### src/design/cds_div_pipe.sv
`timescale 1ns / 1ps
`default_nettype none
// ----------------------------------------------------------------------------
// cds_div_pipe: pipelined restoring divider
// One quotient bit per stage, DW stages, a new operand pair every cycle
// while en is high. Division by zero gives an all-ones quotient.
// ----------------------------------------------------------------------------
module cds_div_pipe #(
  parameter int unsigned DW = 32,
  parameter int unsigned VW = 32
) (
  input  wire logic          clk,
  input  wire logic          en,
  input  wire logic [DW-1:0] dvd_i,
  input  wire logic [VW-1:0] dsr_i,
  output logic      [DW-1:0] quo_o
);

  logic [VW-1:0] rem_r [DW];
  logic [DW-1:0] quo_r [DW];
  logic [DW-1:0] dvd_r [DW];
  logic [VW-1:0] dsr_r [DW];

  genvar s;
  generate
    for (s = 0; s < DW; s++) begin : g_stage
      logic [VW-1:0] rem_in;
      logic [DW-1:0] quo_in;
      logic [DW-1:0] dvd_in;
      logic [VW-1:0] dsr_in;
      logic [VW:0]   trial;
      logic [VW:0]   diff;
      logic          ge;

      // stage inputs
      if (s == 0) begin : g_first
        assign rem_in = '0;
        assign quo_in = '0;
        assign dvd_in = dvd_i;
        assign dsr_in = dsr_i;
      end else begin : g_next
        assign rem_in = rem_r[s-1];
        assign quo_in = quo_r[s-1];
        assign dvd_in = dvd_r[s-1];
        assign dsr_in = dsr_r[s-1];
      end

      // trial subtract for this quotient bit
      assign trial = {rem_in, dvd_in[DW-1-s]};
      assign diff  = trial - {1'b0, dsr_in};
      assign ge    = (trial >= {1'b0, dsr_in});

      always_ff @(posedge clk) begin
        if (en) begin
          rem_r[s] <= ge ? diff[VW-1:0] : trial[VW-1:0];
          if (DW > 1) begin
            quo_r[s] <= {quo_in[DW-2:0], ge};
          end else begin
            quo_r[s] <= DW'(ge);
          end
          dvd_r[s] <= dvd_in;
          dsr_r[s] <= dsr_in;
        end
      end
    end
  endgenerate

  assign quo_o = quo_r[DW-1];

endmodule : cds_div_pipe
`default_nettype wire

### config.mk
export PLATFORM = sky130hd
export DESIGN_NAME = cds_div_pipe
export DESIGN_NICKNAME = d
export VERILOG_FILES = /design/src/design/cds_div_pipe.sv
export SDC_FILE = /design/constraint.sdc
export NUM_CORES = 2
export LEC_CHECK = 0
export ABC_AREA = 0
export BUFFER_PORTS_ARGS = -buffer_cell sky130_fd_sc_hd__buf_2
export CAP_MARGIN = 20
export CORE_MARGIN = 2
export CORE_UTILIZATION = 50
export DETAILED_ROUTE_END_ITERATION = 7
export GPL_TIMING_DRIVEN = 0
export PLACE_DENSITY = 0.64
export SLEW_MARGIN = 20
export SYNTH_ARGS = -nofsm -noshare
export SYNTH_HDL_FRONTEND = slang
export SYNTH_SLANG_ARGS = --single-unit
### constraint.sdc
create_clock -name clk -period 6.9 [get_ports clk]
set_input_delay 2.07 -clock clk [delete_from_list [all_inputs] [get_ports clk]]
set_output_delay 2.07 -clock clk [all_outputs]
set_load 0.01 [all_outputs]
==> results.md <==
- Library cell with the largest summed area after synthesis: sky130_fd_sc_hd__edfxtp_1
- DIE WIDTH: 559 um
- Placed cell count: 16,900
- Number of vias in the routed layout: 99,200
- Internal power of the cells: 51,500 uW
- Share of final-layout standard cells stronger than drive strength 1: 8.66%
- Clock transition at path regs: 0.06 ns
- Worst EP arrival: 6.57 ns
- Average footprint of a synthesized cell: 12.2 um^2
- Instance area at placement: 160,000 um^2
- Clock latency at the later pin of the worst-skew pair: 0.93 ns
- Final routed wirelength across all metal layers: 372,000 um
- Hold-fix buffers at CTS: 0
- Cell count after synthesis: 12,600
- Root buffer cell: sky130_fd_sc_hd__clkbuf_16
- Final-layout setup total negative slack: 0 ns
- Worst-path maximum fanout: 158
- First-pass GRT wire length: 567,000 um
- Global-route total usage across every layer: 23.4%
- Switch Pwr: 31,400 uW
- Kind of capture point of the worst setup path: register
- Most numerous cell types in the synthesized netlist: sky130_fd_sc_hd__edfxtp_1, sky130_fd_sc_hd__inv_1, sky130_fd_sc_hd__a21oi_1, sky130_fd_sc_hd__ha_1, sky130_fd_sc_hd__nand2_1
- Vias in the first global route: 97,000
- Buf+Inv Stages, Crit Path: 7
- Leakage: 0.0681 uW
- Final period util: 87.3%
- Hold violation count in the final report: 0
- Clock tree from TritonCTS: built
- Synth async-reset ratio: 0%
- Drt initial violations: 8,557
- Clock Sink Count: 3,008
- Finish-stage setup viols: 0
- Row cnt: 203
- Slew Viols, Final: 0
- Number of flops mapped to enable cells by yosys: 3,008
- Remaining routing DRC violations: 0
- Required time reported for the critical path endpoint: 7.45 ns
- Max Clock Freq: 0.166 GHz
- Number of vias per cell: 5.68
- Hold/Removal Path Class: register to register
- Share of power burned in combinational logic: 43.4%
- Post-route cell area: 171,000 um^2
- Die Y-Extent: 559 um
- Unrepaired setup endpoints after global routing: no
- Final non-filler cell total: 17,500
- Sequential area share after synthesis: 58.7%
- Final net count: 14,200
- Kind of cell with the highest combined delay on the critical path: buffers and inverters
- Sequential share of power: 35.0%
- Leading cell type by number of instances after synthesis: sky130_fd_sc_hd__edfxtp_1
- Number of nets produced by synthesis: 13,700
- Number of buffer cells added on primary ports: 97
- Cell type with the highest occurrence count on the critical path: sky130_fd_sc_hd__buf_16
- Remaining number of nets flagged by the antenna check after routing: 0
- Final global-route overflow total: 0
- Length in cells of the worst reg-to-reg path: 13
- Post-CTS setup buffer count: 0
- R2R Path End: rem_r[0][159]
- Area grow syn2layout: 11.2%
- Number of buffers created by CTS: 330
- Capture endpoint of the worst hold path: quo_r[13][5]
- Most used flip-flop cell after synthesis: sky130_fd_sc_hd__edfxtp_1
- Max clock buf depth: 4
- Register-to-Register Setup Slack: 2.04 ns
- Routed wire length per instance: 21.3 um
- Number of detailed-route iterations in the first pass: 6
- Overall die area: 312,000 um^2
- Crit Reg-Reg Startpoint: rem_r[0][107]
- Overall power after layout: 82,900 uW
- Max Clock Skew: 0.0564 ns
- Combined area of all synthesized cells: 154,000 um^2
- H-tree levels: 5
- Area contributors post-synth: sky130_fd_sc_hd__edfxtp_1, sky130_fd_sc_hd__ha_1, sky130_fd_sc_hd__a21oi_1
- Critical setup path kind: input pin to register
- Clock power share: 21.6%
- Unique masters post-synth: 103
- Critical Path Source Type: input pin
- Max-cap violation count: 0
- Core box area: 306,000 um^2
- Least-Margin Pin Slew: 1.11 ns
- Worst hold path stage count: 0
- Starting density of the core: 50.3%
- Longest individual stage delay on the worst path: 0.58 ns
- Switching share of total power: 37.9%
- Total power density per cell area: 484 nW/um^2
- Boundary pin count: 98
- Hold slack: 0.392 ns
- Worst Hold Launch: quo_r[12][4]
- Cell with the biggest individual delay on the critical path: sky130_fd_sc_hd__buf_16
- Synthesized flop and latch total: 3,008
- Relative slew slack: 25.3%
- Fillcell total: 25,600
- Run status: finished, final reports clean
- Half-perimeter wire length after detailed placement: 280,000 um
- Maximum number of pins on one net before global-route repair: 159
- Minimum clock period after layout: 6.02 ns
- Resized Gates After CTS: 0
- CP Cell Sequence: buf_12 > buf_16 > buf_16 > buf_16 > buf_16 > buf_16 > buf_16
- Top-area cell type share of the netlist area: 58.7%
- Number of synthesis warnings: 0
- Peak ir drop on the vdd network: 0.283 mV
- Initial antenna violation count: 10
- Final estimated routing congestion in global placement: 0.923
worst max-delay path by stage:
stage / startpoint / end / slack, ns / depth (start not counted)
final: en / quo_r[30][8] / 0.88 / 7
after global routing: en / dvd_r[2][39] / 0.56 / 7
after CTS: en / dvd_r[2][134] / 0.97 / 7
after detailed placement: en / dvd_r[1][166] / -0.07 / 7
after global placement: en / dvd_r[1][134] / -41.64 / 1
after floorplan: dsr_i[29] / rem_r[0][0] / 2.84 / 6
routing by layer:
metal	routed length (um)	global-route usage [%]	vias up
met5	10	0	-
met4	10700	6.75	2
met3	15800	2.45	618
met2	181000	39.8	2422
met1	165000	31.7	48400
li1	-	-	47700
placed cells by master, fill, tap and decap left out, types with 59 or more instances in the layout:
cell type	n
sky130_fd_sc_hd__mux2_2	342
sky130_fd_sc_hd__o21bai_1	130
sky130_fd_sc_hd__a21o_1	481
sky130_fd_sc_hd__ha_1	994
sky130_fd_sc_hd__xnor2_1	460
sky130_fd_sc_hd__o21a_1	145
sky130_fd_sc_hd__nor2_1	653
sky130_fd_sc_hd__and3_1	87
sky130_fd_sc_hd__buf_2	170
sky130_fd_sc_hd__xor2_1	347
sky130_fd_sc_hd__edfxtp_1	3008
sky130_fd_sc_hd__nand2_1	820
sky130_fd_sc_hd__nand2b_1	106
sky130_fd_sc_hd__clkbuf_1	253
sky130_fd_sc_hd__nand3_1	196
sky130_fd_sc_hd__nand4_1	163
sky130_fd_sc_hd__o21ai_0	776
sky130_fd_sc_hd__o31ai_1	73
sky130_fd_sc_hd__a21oi_1	1021
sky130_fd_sc_hd__a31oi_1	119
sky130_fd_sc_hd__clkinv_2	59
sky130_fd_sc_hd__clkbuf_16	331
sky130_fd_sc_hd__a211oi_1	83
sky130_fd_sc_hd__nor3_1	140
sky130_fd_sc_hd__nor2b_1	135
sky130_fd_sc_hd__inv_1	1241
cell families (layout without fill, tap and decap cells):
family,count (synthesis),after routing,synth area share (%)
compound gates,3266,3266,13.3
other cells,0,4,0
simple gates,2557,2557,7.85
xor+xnor,807,807,4.59
mux,440,440,3.25
buf+inv,1543,2257,3.86
flops,3008,3008,58.7
fa+ha+maj,1024,1024,8.47
metrics by stage:
step / util, % / worst slack, ns
after floorplan: - / 2.84
after global placement: 52.1 / -41.64
after detailed placement: 52.3 / -0.0671
after CTS: 55.9 / 0.966
after global routing: 55.9 / 0.565
final: 55.9 / 0.876
state kept, by name, indices dropped and copies added, names as in the netlist:
signal,flops
dsr_r,992
dvd_r,496
quo_r,528
rem_r,992
power groups by stage:
stage | clock, uW | sequential (uW) | combinational (uW)
2_1_floorplan | 0 | 27800 | 26400
3_3_place_gp | 0 | 31100 | 35200
3_5_place_dp | 0 | 29400 | 35600
4_1_cts | 18400 | 29100 | 35900
5_1_grt | 19100 | 29400 | 39800
6_report | 17900 | 29000 | 35900
area by class of cell:
| class | count | area [um^2] | share of cell area [%] |
|---|---|---|---|
| flip-flops and latches | 3008 | 90300 | 52.7 |
| multi-input cells | 8094 | 57700 | 33.7 |
| clock buffers | 374 | 8440 | 4.93 |
| well taps | 4100 | 5130 | 3.00 |
| inverters | 1243 | 4670 | 2.72 |
| clock inverters | 222 | 2630 | 1.54 |
| plain buffers | 300 | 1280 | 0.746 |
| repair buffers | 118 | 1080 | 0.630 |
| diodes | 4 | 10.0 | 0.00585 |
Power figures use the tool's default switching activity.
